$ cat config.mk
export PLATFORM = sky130hd
export DESIGN_NAME = bitmap_text_renderer_top
export DESIGN_NICKNAME = d
export VERILOG_FILES = /design/src/rtl/core/btr_pkg.sv /design/src/rtl/core/btr_front.sv /design/src/rtl/core/btr_queue.sv /design/src/rtl/core/btr_back.sv /design/src/rtl/core/bitmap_text_renderer_top.sv
export VERILOG_INCLUDE_DIRS = /design/src /design/src/rtl/core
export SDC_FILE = /design/constraint.sdc
export NUM_CORES = 1
export LEC_CHECK = 0
export ABC_CLOCK_PERIOD_IN_PS = 6800
export BUFFER_PORTS_ARGS = -buffer_cell sky130_fd_sc_hd__buf_2
export CORE_MARGIN = 4
export CORE_UTILIZATION = 30
export CTS_BUF_LIST = sky130_fd_sc_hd__clkbuf_8
export CTS_CLUSTER_DIAMETER = 30
export DETAILED_ROUTE_END_ITERATION = 7
export GPL_TIMING_DRIVEN = 0
export PLACE_DENSITY = 0.44
export RECOVER_POWER = 100
export SYNTH_ARGS = -nofsm -noshare
export SYNTH_HDL_FRONTEND = slang
export SYNTH_SLANG_ARGS = --single-unit
$ cat constraint.sdc
create_clock -name clk -period 6.8 [get_ports clk]
set_input_delay 0.34 -clock clk [delete_from_list [all_inputs] [get_ports clk]]
set_output_delay 0.34 -clock clk [all_outputs]
set_load 0.01 [all_outputs]
$ cat src/rtl/core/bitmap_text_renderer_top_macros.svh
// ----------------------------------------------------------------------------
// Bitmap text renderer assertion macros
// Shared concurrent assertion forms, clocked on clk and held off in reset.
// ----------------------------------------------------------------------------
`ifndef BITMAP_TEXT_RENDERER_TOP_MACROS_SVH
`define BITMAP_TEXT_RENDERER_TOP_MACROS_SVH

// same-cycle implication
`define BTR_ASSERT_NOW(label, ante, cons, msg) \
    label: assert property (@(posedge clk) disable iff (!rst_n) (ante) |-> (cons)) \
        else $error(msg);

// next-cycle implication
`define BTR_ASSERT_NEXT(label, ante, cons, msg) \
    label: assert property (@(posedge clk) disable iff (!rst_n) (ante) |=> (cons)) \
        else $error(msg);

`endif

$ cat src/rtl/core/btr_pkg.sv
`timescale 1ns / 1ps
// ----------------------------------------------------------------------------
// Bitmap text renderer package
// Shared constants, the glyph job record and the 8x16 glyph ROM.
// ----------------------------------------------------------------------------
package btr_pkg;

    localparam int MAX_COORD   = 4096;
    localparam int GLYPH_ROWS  = 16;
    localparam int GLYPH_COLS  = 8;

    localparam logic [12:0] COORD_LIM = 13'(MAX_COORD);
    localparam logic [12:0] CUR_MAX   = 13'(2 * MAX_COORD - 1);

    localparam logic [7:0] NEWLINE_CODE = 8'h0A;
    localparam logic [6:0] SUBST_CODE   = 7'h3F;

    localparam logic [1:0] CFG_SCREEN_WIDTH  = 2'd0;
    localparam logic [1:0] CFG_SCREEN_HEIGHT = 2'd1;
    localparam logic [1:0] CFG_ROW_PITCH     = 2'd2;

    localparam logic [6:0] CODE_BANG = 7'd33;
    localparam logic [6:0] CODE_A    = 7'd65;
    localparam logic [6:0] CODE_B    = 7'd66;

    typedef struct packed {
        logic [11:0] x;
        logic [11:0] y;
        logic [3:0]  rows_m1;
        logic [3:0]  cnt;
        logic [6:0]  idx;
        logic [31:0] fg;
        logic [31:0] bg;
    } job_t;

    function automatic logic [7:0] glyph_row(input logic [6:0] idx, input logic [3:0] row);
        logic [7:0] bits;
        bits = 8'h00;
        unique case (idx)
            CODE_BANG:
            begin
                unique case (row)
                    4'd1, 4'd2, 4'd3, 4'd4, 4'd5, 4'd6, 4'd8, 4'd9: bits = 8'h18;
                    default: bits = 8'h00;
                endcase
            end
            CODE_A:
            begin
                unique case (row)
                    4'd2: bits = 8'h18;
                    4'd3: bits = 8'h3C;
                    4'd4, 4'd5, 4'd7, 4'd8, 4'd9: bits = 8'h66;
                    4'd6: bits = 8'h7E;
                    default: bits = 8'h00;
                endcase
            end
            CODE_B:
            begin
                unique case (row)
                    4'd2, 4'd5, 4'd9: bits = 8'h7C;
                    4'd3, 4'd4, 4'd6, 4'd7, 4'd8: bits = 8'h66;
                    default: bits = 8'h00;
                endcase
            end
            default: bits = 8'h00;
        endcase
        return bits;
    endfunction

endpackage

$ cat src/rtl/core/btr_front.sv
`timescale 1ns / 1ps
// ----------------------------------------------------------------------------
// Bitmap text renderer front end
// Accepts characters, tracks the cursor and builds clipped glyph jobs.
// ----------------------------------------------------------------------------
module btr_front
(
    input  logic                 clk,
    input  logic                 rst_n,
    input  logic                 s_tvalid,
    output logic                 s_tready,
    input  logic [95:0]          s_tdata,   // origin_x, origin_y, char_code, fore, back
    input  logic                 s_tuser,   // start_req
    input  logic [12:0]          screen_width,
    input  logic [12:0]          screen_height,
    input  logic                 q_full,
    output logic                 q_push,
    output btr_pkg::job_t        q_job
);

    logic [11:0] line_start_reg, line_start_next;
    logic [12:0] cursor_x_reg, cursor_x_next;
    logic [12:0] cursor_y_reg, cursor_y_next;

    logic [11:0] origin_x;
    logic [11:0] origin_y;
    logic [7:0]  char_code;
    logic        accept;
    logic [11:0] ls;
    logic [12:0] cx0, cy0, cx1, cy1;
    logic [12:0] wlim, hlim, xspan, yspan;
    logic        is_nl, draw, wrap;

    function automatic logic [12:0] sat_add(input logic [12:0] a, input logic [4:0] inc);
        logic [13:0] sum;
        sum = {1'b0, a} + 14'(inc);
        return (sum > {1'b0, btr_pkg::CUR_MAX}) ? btr_pkg::CUR_MAX : sum[12:0];
    endfunction

    assign origin_x  = s_tdata[11:0];
    assign origin_y  = s_tdata[23:12];
    assign char_code = s_tdata[31:24];

    assign s_tready = !q_full;
    assign accept   = s_tvalid && s_tready;

    always_comb
    begin
        ls    = s_tuser ? origin_x : line_start_reg;
        cx0   = s_tuser ? {1'b0, origin_x} : cursor_x_reg;
        cy0   = s_tuser ? {1'b0, origin_y} : cursor_y_reg;
        wlim  = (screen_width > btr_pkg::COORD_LIM) ? btr_pkg::COORD_LIM : screen_width;
        hlim  = (screen_height > btr_pkg::COORD_LIM) ? btr_pkg::COORD_LIM : screen_height;
        is_nl = (char_code == btr_pkg::NEWLINE_CODE);
        xspan = wlim - cx0;
        yspan = hlim - cy0;
        draw  = !is_nl && (cx0 < wlim) && (cy0 < hlim);

        q_job.x       = cx0[11:0];
        q_job.y       = cy0[11:0];
        q_job.rows_m1 = (yspan >= 13'(btr_pkg::GLYPH_ROWS)) ? 4'd15 : 4'(yspan - 13'd1);
        q_job.cnt     = (xspan >= 13'(btr_pkg::GLYPH_COLS)) ? 4'd8 : xspan[3:0];
        q_job.idx     = char_code[7] ? btr_pkg::SUBST_CODE : char_code[6:0];
        q_job.fg      = s_tdata[63:32];
        q_job.bg      = s_tdata[95:64];

        cx1  = is_nl ? {1'b0, ls} : sat_add(cx0, 5'(btr_pkg::GLYPH_COLS));
        cy1  = is_nl ? sat_add(cy0, 5'(btr_pkg::GLYPH_ROWS)) : cy0;
        wrap = ({1'b0, cx1} + 14'(btr_pkg::GLYPH_COLS)) > {1'b0, screen_width};

        line_start_next = ls;
        cursor_x_next   = wrap ? {1'b0, ls} : cx1;
        cursor_y_next   = wrap ? sat_add(cy1, 5'(btr_pkg::GLYPH_ROWS)) : cy1;
    end

    assign q_push = accept && draw;

    always_ff @(posedge clk or negedge rst_n)
    begin
        if (!rst_n)
        begin
            line_start_reg <= '0;
            cursor_x_reg   <= '0;
            cursor_y_reg   <= '0;
        end
        else if (accept)
        begin
            line_start_reg <= line_start_next;
            cursor_x_reg   <= cursor_x_next;
            cursor_y_reg   <= cursor_y_next;
        end
    end

endmodule

$ cat src/rtl/core/btr_queue.sv
`timescale 1ns / 1ps
// ----------------------------------------------------------------------------
// Bitmap text renderer job queue
// Small FIFO of glyph jobs between the front end and the row generator.
// ----------------------------------------------------------------------------
module btr_queue
#(
    parameter int DEPTH = 4
)
(
    input  logic          clk,
    input  logic          rst_n,
    input  logic          push,
    input  btr_pkg::job_t push_job,
    output logic          full,
    input  logic          pop,
    output logic          head_valid,
    output btr_pkg::job_t head_job
);

    localparam int PTR_W = (DEPTH > 1) ? $clog2(DEPTH) : 1;
    localparam int CNT_W = $clog2(DEPTH + 1);

    btr_pkg::job_t     slot_reg [DEPTH];
    logic [PTR_W-1:0]  wr_ptr_reg, wr_ptr_next;
    logic [PTR_W-1:0]  rd_ptr_reg, rd_ptr_next;
    logic [CNT_W-1:0]  count_reg, count_next;
    logic              do_push, do_pop;

    assign full       = (count_reg == CNT_W'(DEPTH));
    assign head_valid = (count_reg != '0);
    assign head_job   = slot_reg[rd_ptr_reg];
    assign do_push    = push && !full;
    assign do_pop     = pop && head_valid;

    always_comb
    begin
        wr_ptr_next = wr_ptr_reg;
        rd_ptr_next = rd_ptr_reg;
        if (do_push)
        begin
            wr_ptr_next = (wr_ptr_reg == PTR_W'(DEPTH - 1)) ? '0 : wr_ptr_reg + PTR_W'(1);
        end
        if (do_pop)
        begin
            rd_ptr_next = (rd_ptr_reg == PTR_W'(DEPTH - 1)) ? '0 : rd_ptr_reg + PTR_W'(1);
        end
        count_next = count_reg + CNT_W'(do_push) - CNT_W'(do_pop);
    end

    always_ff @(posedge clk or negedge rst_n)
    begin
        if (!rst_n)
        begin
            wr_ptr_reg <= '0;
            rd_ptr_reg <= '0;
            count_reg  <= '0;
        end
        else
        begin
            wr_ptr_reg <= wr_ptr_next;
            rd_ptr_reg <= rd_ptr_next;
            count_reg  <= count_next;
        end
    end

    always_ff @(posedge clk)
    begin
        if (do_push)
        begin
            slot_reg[wr_ptr_reg] <= push_job;
        end
    end

endmodule

$ cat src/rtl/core/btr_back.sv
`timescale 1ns / 1ps
// ----------------------------------------------------------------------------
// Bitmap text renderer row generator
// Walks the rows of each glyph job and emits one addressed row per transfer.
// ----------------------------------------------------------------------------
`include "bitmap_text_renderer_top_macros.svh"

module btr_back
(
    input  logic           clk,
    input  logic           rst_n,
    input  logic           q_valid,
    input  btr_pkg::job_t  q_head,
    output logic           q_pop,
    input  logic [15:0]    row_pitch,
    output logic           m_tvalid,
    input  logic           m_tready,
    output logic [127:0]   m_tdata,   // byte_offset, pixel_x, pixel_y, glyph_bits,
                                      // pixel_count, fore_out, back_out
    output logic           m_tlast    // last
);

    logic [3:0]  row_cnt_reg, row_cnt_next;
    logic        s1_valid_reg;
    logic [11:0] s1_x_reg, s1_y_reg;
    logic [7:0]  s1_bits_reg;
    logic [3:0]  s1_cnt_reg;
    logic [31:0] s1_fg_reg, s1_bg_reg;
    logic        s1_last_reg;

    logic        out_valid_reg;
    logic [27:0] out_off_reg;
    logic [11:0] out_x_reg, out_y_reg;
    logic [7:0]  out_bits_reg;
    logic [3:0]  out_cnt_reg;
    logic [31:0] out_fg_reg, out_bg_reg;
    logic        out_last_reg;

    logic        out_ready, s1_adv, issue, row_end;
    logic [27:0] offset;

    assign out_ready = !out_valid_reg || m_tready;
    assign s1_adv    = !s1_valid_reg || out_ready;
    assign issue     = q_valid && s1_adv;
    assign row_end   = (row_cnt_reg == q_head.rows_m1);
    assign q_pop     = issue && row_end;

    assign row_cnt_next = row_end ? '0 : row_cnt_reg + 4'd1;
    assign offset = (28'(s1_y_reg) * 28'(row_pitch)) + {14'd0, s1_x_reg, 2'b00};

    always_ff @(posedge clk or negedge rst_n)
    begin
        if (!rst_n)
        begin
            row_cnt_reg   <= '0;
            s1_valid_reg  <= 1'b0;
            out_valid_reg <= 1'b0;
        end
        else
        begin
            if (issue)
            begin
                row_cnt_reg <= row_cnt_next;
            end
            if (s1_adv)
            begin
                s1_valid_reg <= q_valid;
            end
            if (out_ready)
            begin
                out_valid_reg <= s1_valid_reg;
            end
        end
    end

    always_ff @(posedge clk)
    begin
        if (issue)
        begin
            s1_x_reg    <= q_head.x;
            s1_y_reg    <= q_head.y + 12'(row_cnt_reg);
            s1_bits_reg <= btr_pkg::glyph_row(q_head.idx, row_cnt_reg);
            s1_cnt_reg  <= q_head.cnt;
            s1_fg_reg   <= q_head.fg;
            s1_bg_reg   <= q_head.bg;
            s1_last_reg <= row_end;
        end
        if (out_ready && s1_valid_reg)
        begin
            out_off_reg  <= offset;
            out_x_reg    <= s1_x_reg;
            out_y_reg    <= s1_y_reg;
            out_bits_reg <= s1_bits_reg;
            out_cnt_reg  <= s1_cnt_reg;
            out_fg_reg   <= s1_fg_reg;
            out_bg_reg   <= s1_bg_reg;
            out_last_reg <= s1_last_reg;
        end
    end

    assign m_tvalid = out_valid_reg;
    assign m_tlast  = out_last_reg;
    assign m_tdata  = {out_bg_reg, out_fg_reg, out_cnt_reg, out_bits_reg,
                       out_y_reg, out_x_reg, out_off_reg};

    `BTR_ASSERT_NOW(a_row_in_job, q_valid, row_cnt_reg <= q_head.rows_m1, "row past job end")
    `BTR_ASSERT_NOW(a_row_needs_job, row_cnt_reg != 4'd0, q_valid, "row count without job")
    `BTR_ASSERT_NEXT(a_mid_job, issue && !row_end, row_cnt_reg != 4'd0, "row count lost")
    `BTR_ASSERT_NOW(a_count_range, out_valid_reg, out_cnt_reg != 4'd0 && out_cnt_reg <= 4'd8,
                    "pixel count out of range")

endmodule

$ cat src/rtl/core/bitmap_text_renderer_top.sv
`timescale 1ns / 1ps
// Path: a drawn character's rows pass the job queue, then the s1 and the output registers.
// Throughput: one glyph row per cycle from the row generator unless m_tready stalls it;
//   a character with n visible rows (16 at most) takes n rows, newlines and characters
//   clipped off screen never reach the queue. The job queue lets the front run ahead.
// Reset: cursor and line start clear to 0, screen 640 x 480, pitch 2560, queue empty.
// ----------------------------------------------------------------------------
// Bitmap text renderer
// 8x16 bitmap font renderer: cursor tracking, clipping and per-row addressing.
// ----------------------------------------------------------------------------
module bitmap_text_renderer_top
#(
    parameter int QUEUE_DEPTH = 4
)
(
    input  logic           clk,
    input  logic           rst_n,
    input  logic           s_tvalid,
    output logic           s_tready,
    input  logic [95:0]    s_tdata,    // origin_x, origin_y, char_code, fore_colour,
                                       // back_colour
    input  logic           s_tuser,    // start_req
    output logic           m_tvalid,
    input  logic           m_tready,
    output logic [127:0]   m_tdata,    // byte_offset, pixel_x, pixel_y, glyph_bits,
                                       // pixel_count, fore_out, back_out
    output logic           m_tlast,    // last
    input  logic           cfg_valid,
    output logic           cfg_ready,
    input  logic [1:0]     cfg_index,
    input  logic [15:0]    cfg_data
);

    logic [12:0]    screen_width_reg;
    logic [12:0]    screen_height_reg;
    logic [15:0]    row_pitch_reg;

    logic           q_push, q_full, q_pop, q_valid;
    btr_pkg::job_t  q_job, q_head;

    assign cfg_ready = 1'b1;

    always_ff @(posedge clk or negedge rst_n)
    begin
        if (!rst_n)
        begin
            screen_width_reg  <= 13'd640;
            screen_height_reg <= 13'd480;
            row_pitch_reg     <= 16'd2560;
        end
        else if (cfg_valid && cfg_ready)
        begin
            unique case (cfg_index)
                btr_pkg::CFG_SCREEN_WIDTH:  screen_width_reg  <= cfg_data[12:0];
                btr_pkg::CFG_SCREEN_HEIGHT: screen_height_reg <= cfg_data[12:0];
                btr_pkg::CFG_ROW_PITCH:     row_pitch_reg     <= cfg_data;
                default:
                begin
                end
            endcase
        end
    end

    btr_front u_front
    (
        .clk           (clk),
        .rst_n         (rst_n),
        .s_tvalid      (s_tvalid),
        .s_tready      (s_tready),
        .s_tdata       (s_tdata),
        .s_tuser       (s_tuser),
        .screen_width  (screen_width_reg),
        .screen_height (screen_height_reg),
        .q_full        (q_full),
        .q_push        (q_push),
        .q_job         (q_job)
    );

    btr_queue #(.DEPTH(QUEUE_DEPTH)) u_queue
    (
        .clk        (clk),
        .rst_n      (rst_n),
        .push       (q_push),
        .push_job   (q_job),
        .full       (q_full),
        .pop        (q_pop),
        .head_valid (q_valid),
        .head_job   (q_head)
    );

    btr_back u_back
    (
        .clk       (clk),
        .rst_n     (rst_n),
        .q_valid   (q_valid),
        .q_head    (q_head),
        .q_pop     (q_pop),
        .row_pitch (row_pitch_reg),
        .m_tvalid  (m_tvalid),
        .m_tready  (m_tready),
        .m_tdata   (m_tdata),
        .m_tlast   (m_tlast)
    );

endmodule
Word level (Yosys, flattened, before mapping)
Memory sizes are Yosys's and may differ from the RTL's.
Cells that the tools add are included.
{ "op_classes": {"add_sub_neg": 14, "mul": 1, "magnitude_cmp": 10, "muxes": 21, "reduce_logical": 20, "eq_ne": 10} }
{ "op_table": {"columns": ["op", "count"], "rows": [
  ["13-bit 2-to-1 mux", 11],
  ["14-bit by 13-bit greater-than comparator with 1-bit output (second input constant)", 3],
  ["13-bit by 4-bit adder with 14-bit output (second input constant)", 2],
  ["13-bit by 5-bit adder with 14-bit output (second input constant)", 2],
  ["28-bit by 14-bit adder with 28-bit output", 1],
  ["12-bit by 16-bit multiplier with 28-bit output", 1],
  ["13-bit greater-than comparator (second input constant)", 2],
  ["13-bit less-than comparator", 2],
  ["13-bit subtractor", 2],
  ["8-bit case mux with 3 select lines", 1],
  ["7-bit == test (second input constant)", 2],
  ["14-bit by 13-bit greater-than comparator with 1-bit output", 1],
  ["13-bit by 4-bit >= comparator with 1-bit output (second input constant)", 1],
  ["13-bit by 5-bit >= comparator with 1-bit output (second input constant)", 1],
  ["12-bit by 4-bit adder with 12-bit output", 1],
  ["12-bit 2-to-1 mux", 1],
  ["4-bit 2-to-1 mux", 3],
  ["1-bit logical AND", 9],
  ["8-bit by 4-bit == test with 1-bit output (second input constant)", 1],
  ["7-bit by 6-bit == test with 1-bit output (second input constant)", 1],
  ["7-bit 2-to-1 mux", 1],
  ["2-bit == test (second input constant)", 3],
  ["2-bit AND reduction", 3],
  ["2-bit by 1-bit adder with 2-bit output (second input constant)", 2],
  ["other kinds (13)", 19]
]} }
{ "word_totals": {"inputBits": 120, "memories": 4, "mem_bits_ro": 224, "register_bits": 323, "wordCells": 107, "output_inout_bits": 132, "ram_bits": 412} }
{ "mem_list": {"columns": ["memory", "depth", "word_bits", "read_ports", "rd_clocked_by_memory_dff", "write_ports", "line_no", "text"], "rows": [
  ["u_queue.slot_reg", 4, 103, 1, 0, 1, "btr_queue.sv:24", "btr_pkg::job_t slot_reg [DEPTH];"],
  ["(name not given)", 16, 6, 1, 0, 0, "btr_pkg.sv:49", "unique case (row)"],
  ["(name not given)", 16, 6, 1, 0, 0, "btr_pkg.sv:59", "unique case (row)"],
  ["(name not given)", 16, 2, 1, 0, 0, "btr_pkg.sv:42", "unique case (row)"]
]} }

Depth between registers and ports, before layout
{ "logic_depth": {"ltp_word": 9, "ltp_mapped": 28, "depth_no_buf": 22} }

Modules after synthesis
From an unflattened synthesis, not the netlist that was laid out.
{ "unflattened": {"hier_cells": 2508, "hier_area_um2": 36533.8} }
{ "by_module_without_submodules": {"columns": ["mod", "n_inst", "cells_each", "area_each_um2", "seq_area_each_um2"], "rows": [
  ["btr_queue", 1, 583, 15341.0, 12547.0],
  ["btr_back", 1, 1101, 14061.0, 6816.5],
  ["btr_front", 1, 732, 5517.8, 950.9],
  ["bitmap_text_renderer_top", 1, 92, 1614.0, 1061.0]
]} }

Least setup slack after synthesis
Ideal clock, no wire load.
{ "synth_path": {"path_kind": "input-to-reg", "from": "input port s_tuser", "to": "memory u_queue.slot_reg[1][0] in the netlist's numbering, enable pin", "n_path_buf": 6, "slack_ns": 0.485, "path_stages": 16, "required_time_ns": 6.326, "setup_time_ns": 0.474, "arrival_time_ns": 5.842, "path_cell_list": "buf_6 buf_6 buf_8 buf_6 buf_6 clkbuf_1 mux2i_1 ha_1 nor2b_1 o21ai_1 a21oi_1 o31a_1 o211a_1 nor4_1 nor4_1 and2_1"} }
{ "synth_between": {"elab_chain_cells": 8, "word_cells_on_any_way": 10, "cone_classes": "2 x order compare; 4 x mux; 4 x reduce/logical"} }
{ "synth_lines": {"columns": ["item", "line_no", "text"], "rows": [
  ["start, declared", "bitmap_text_renderer_top.sv:22", "input logic s_tuser,"],
  ["13-bit 2-to-1 mux", "btr_front.sv:50", "cx0 = s_tuser ? {1'b0, origin_x} : cursor_x_reg;"],
  ["13-bit less-than comparator", "btr_front.sv:57", "draw = !is_nl && (cx0 < wlim) && (cy0 < hlim);"],
  ["1-bit logical AND", "btr_front.sv:57", null],
  ["1-bit logical AND *", "btr_front.sv:57", null],
  ["1-bit logical AND *", "btr_front.sv:76", "assign q_push = accept && draw;"],
  ["1-bit logical AND *", "btr_queue.sv:33", "assign do_push = push && !full;"],
  ["via u_queue.do_push", "btr_queue.sv:28", "logic do_push, do_pop;"],
  ["1-bit 2-to-1 mux *", "btr_queue.sv:69", "if (do_push)"],
  ["1-bit 2-to-1 mux (not written as such) *", "btr_queue.sv:71", "slot_reg[wr_ptr_reg] <= push_job;"],
  ["end, declared", "btr_queue.sv:24", null]
]} }
The timed path passes the listed nets; every way through them passes the cells marked *.

==> results_dict.tcl <==
set metrics [dict create \
    synth-edff-count 634 \
    die_h_um 354 \
    cts_tree "built" \
    yosysMostFrequentCell "edfxtp_1" \
    worst_ep_required_time_ps 7550 \
    ant_nets 0 \
    rrSetupSlack_ps 320 \
    synth_common_cells "edfxtp_1, inv_1, nand2_1" \
    antenna_found_initial 3 \
    yosysTopAreaCell "edfxtp_1" \
    synth_compound_area_share_pct 4.97 \
    async_reset_ff_share_pct 12.8 \
    syn-cell-area_sq_um 36000 \
    slew_headroom_pct -137 \
    synthAdderAreaFrac_pct 13.2 \
    grt_pass1_vias 23628 \
    hold_viol 0 \
    fmax_mhz 154 \
    synth-xor-area-share_pct 1.58 \
    fin_ws_ps 316 \
    ys.flop_type "edfxtp_1" \
    area_growth_pct 22.7 \
    synth_top_family_by_area "adder cells" \
    die_w_um 354 \
    routed_wirelength_um 97800 \
    slowest_delay_ps 530 \
    clock_latency_ps 870 \
    cts_buffer_depth 3 \
    crit_path_start_kind "register" \
    finClkSkew_ps 53.5 \
    reg2reg_to "u_front.cursor_x_reg[9]" \
    hp-class "in2reg" \
    violations "max-capacitance violations, max-slew violations" \
    rsz0062_at_grt "false" \
    hold_path.startpoint "s_tdata[13]" \
    synth-seq-cells 727 \
    nFillCells 11488 \
    drt-pass1-iter-count 7 \
    nNetsFinal 3428 \
    multi_input_area_sq_um 13200 \
    maxSlewViolCount 422 \
    synth_cell_type_count 85 \
    maxCapViolCount 11 \
    die_area_sq_um 125000 \
    cp_cell_sequence "a21boi_0, inv_1, ha_1, nand2_1, nor3_2, nand2_2, a31oi_2, ha_1, inv_1, a311oi_2, nand3_1, xor2_1, ha_1, a21oi_1, nand2_1, a221o_1, a2111o_1, nand2_1, o21a_1, clkbuf_2, mux2_4, o21ai_2" \
    setup_viol 0 \
    worst_pin_slew_ps 3550 \
    dpl.hpwl_um 69500 \
    avgSynthCellArea_sq_um 14.6 \
    largest_reg_flops 412 \
    hold-path-cell-count 3 \
    start_util_pct 30.3 \
    place.gp.congestion 0.863 \
    synth_simple_gate_area_share_pct 8.08 \
    gr-total-overflow 0 \
    hold-path-endpoint "u_front.cursor_y_reg[1]" \
    via_count 22051 \
    port_buffers 247 \
    cts_buffers 165 \
    synth.area.top_cells "edfxtp_1, fa_1, mux4_2, dfrtp_1, ha_1" \
    cts_num_sinks 727 \
    pre_cts_ws_ps -605 \
    post-route-min-period_ps 6480 \
    cp_max_fo 10 \
    io_pins 252 \
    seq_area_sq_um 21400 \
    cts_root_buf "clkbuf_8" \
    syn_inst 2471 \
    cp_slowest_cell "a31oi_2" \
    synth_mux_area_share_pct 8.63 \
    yosysSeqAreaShare_pct 59.4 \
    drcViolationCount 0 \
    path_clk_slew_ps 50 \
    route.detailed.wl_per_inst_um 20.6 \
    drive_above_1_share_pct 17.0 \
    grt_max_degree 63 \
    worstPathArrival_ps 7230 \
    critPathKind "reg2reg" \
    grt_first_pass_wirelength_um 147000 \
    vias_per_cell 4.64 \
    grt_use_total_pct 15.6 \
    finalCritPeriodShare_pct 95.4 \
    drtIter0Drc 1404 \
    rows 126 \
    status "finished with violations" \
    rr_worst_depth 22 \
    h-tree-depth 4 \
    r2r-start "u_front.cursor_x_reg[4]" \
    ys.warnings.count 0 \
    core_area_sq_um 119000 \
    end_kind "register" \
    synth_top_area_share_pct 52.9 \
]
[per-layer routing]
metal | global-route usage (%) | wire (um) | vias to the layer above
met2 | 26.4 | 48400 | 585
met4 | 5.55 | 2440 | 2
li1 | - | - | 10070
met1 | 19.7 | 42100 | 11221
met5 | 0 | 13 | -
met3 | 3.28 | 4810 | 173
[cells in the final DEF (no fill, tap or decap), types with 31 or more instances in the layout]
| cell | Yosys | final |
|---|---|---|
| ha_1 | 129 | 129 |
| dlygate4sd3_1 | 0 | 116 |
| clkbuf_1 | 57 | 266 |
| a21oi_1 | 51 | 51 |
| mux2_2 | 44 | 39 |
| o21ai_0 | 71 | 74 |
| dfrtp_1 | 85 | 85 |
| mux4_2 | 100 | 100 |
| nor2_1 | 81 | 81 |
| xnor2_1 | 47 | 47 |
| nand3_1 | 44 | 44 |
| nand2_1 | 215 | 215 |
| edfxtp_1 | 634 | 634 |
| fa_1 | 157 | 157 |
| mux2i_1 | 31 | 31 |
| inv_1 | 278 | 307 |
| and2_1 | 89 | 82 |
| buf_2 | 10 | 55 |
| clkbuf_8 | 0 | 173 |
[stage by stage]
stage                     TNS [ps]  cells  instance area [sq um]  hold slack, ps  util [%]
final                            0   4756                  44100             157      37.2
after global routing             0   4753                  44100            83.3      37.2
after CTS                        0   4746                  44600            38.7      37.6
after detailed placement    -10490   4333                  39600             353      33.4
after global placement    -1659640   4319                  39200             402      33.1
after floorplan                  0   2472                  36000            44.4         -
[area by class of cell]
type                    instances  share of cell area [%]
plain buffers                  85                   0.907
multi-input cells            1378                    29.8
repair buffers                386                    5.31
diodes                          4                  0.0227
clock buffers                 173                    5.40
flip-flops and latches        727                    48.4
clock inverters               124                    3.19
well taps                    1600                    4.54
inverters                     279                    2.38
[kinds of logic (layout without fill, tap and decap cells)]
group	after synthesis	after routing
simple gates	576	576
mux	178	178
buf+inv	367	1047
compound gates	270	270
fa+ha+maj	286	286
other cells	2	7
flops	727	727
xor+xnor	65	65
[worst max path at each step]
stage                             from  depth (start not counted)                 endpoint
3_5_place_dp                   s_tuser                         28  u_front.cursor_x_reg[6]
5_1_grt                        s_tuser                         18  u_queue.slot_reg[0][10]
2_1_floorplan                  s_tuser                         16   u_queue.slot_reg[1][0]
4_1_cts             u_back.s1_y_reg[8]                         19   u_back.out_off_reg[26]
6_report       u_front.cursor_x_reg[4]                         22  u_front.cursor_x_reg[9]
3_3_place_gp                   s_tuser                         16  u_queue.slot_reg[1][48]
[worst max-delay path: cells and delay by family (launching register included)]
| kind | cells | cell delay (ps) |
|---|---|---|
| AOI/OAI and AO/OA | 8 | 2530 |
| muxes | 1 | 340 |
| and+or+nand+nor | 6 | 1070 |
| buffers and inverters | 3 | 930 |
| adders and majority gates | 3 | 870 |
| xor gates and xnor gates | 1 | 250 |
| DFF | 1 | 380 |
[repair_timing]
action                     4_1_cts  5_1_grt
resized for setup                3       16
setup endpoints to repair        2       17
setup buffers                    1        7
hold buffers                   117        0
hold endpoints to repair       448        0
Power is left out: the tool's default activity adds up to more than one toggle a clock period on the data nets, which glitch-free logic cannot reach.
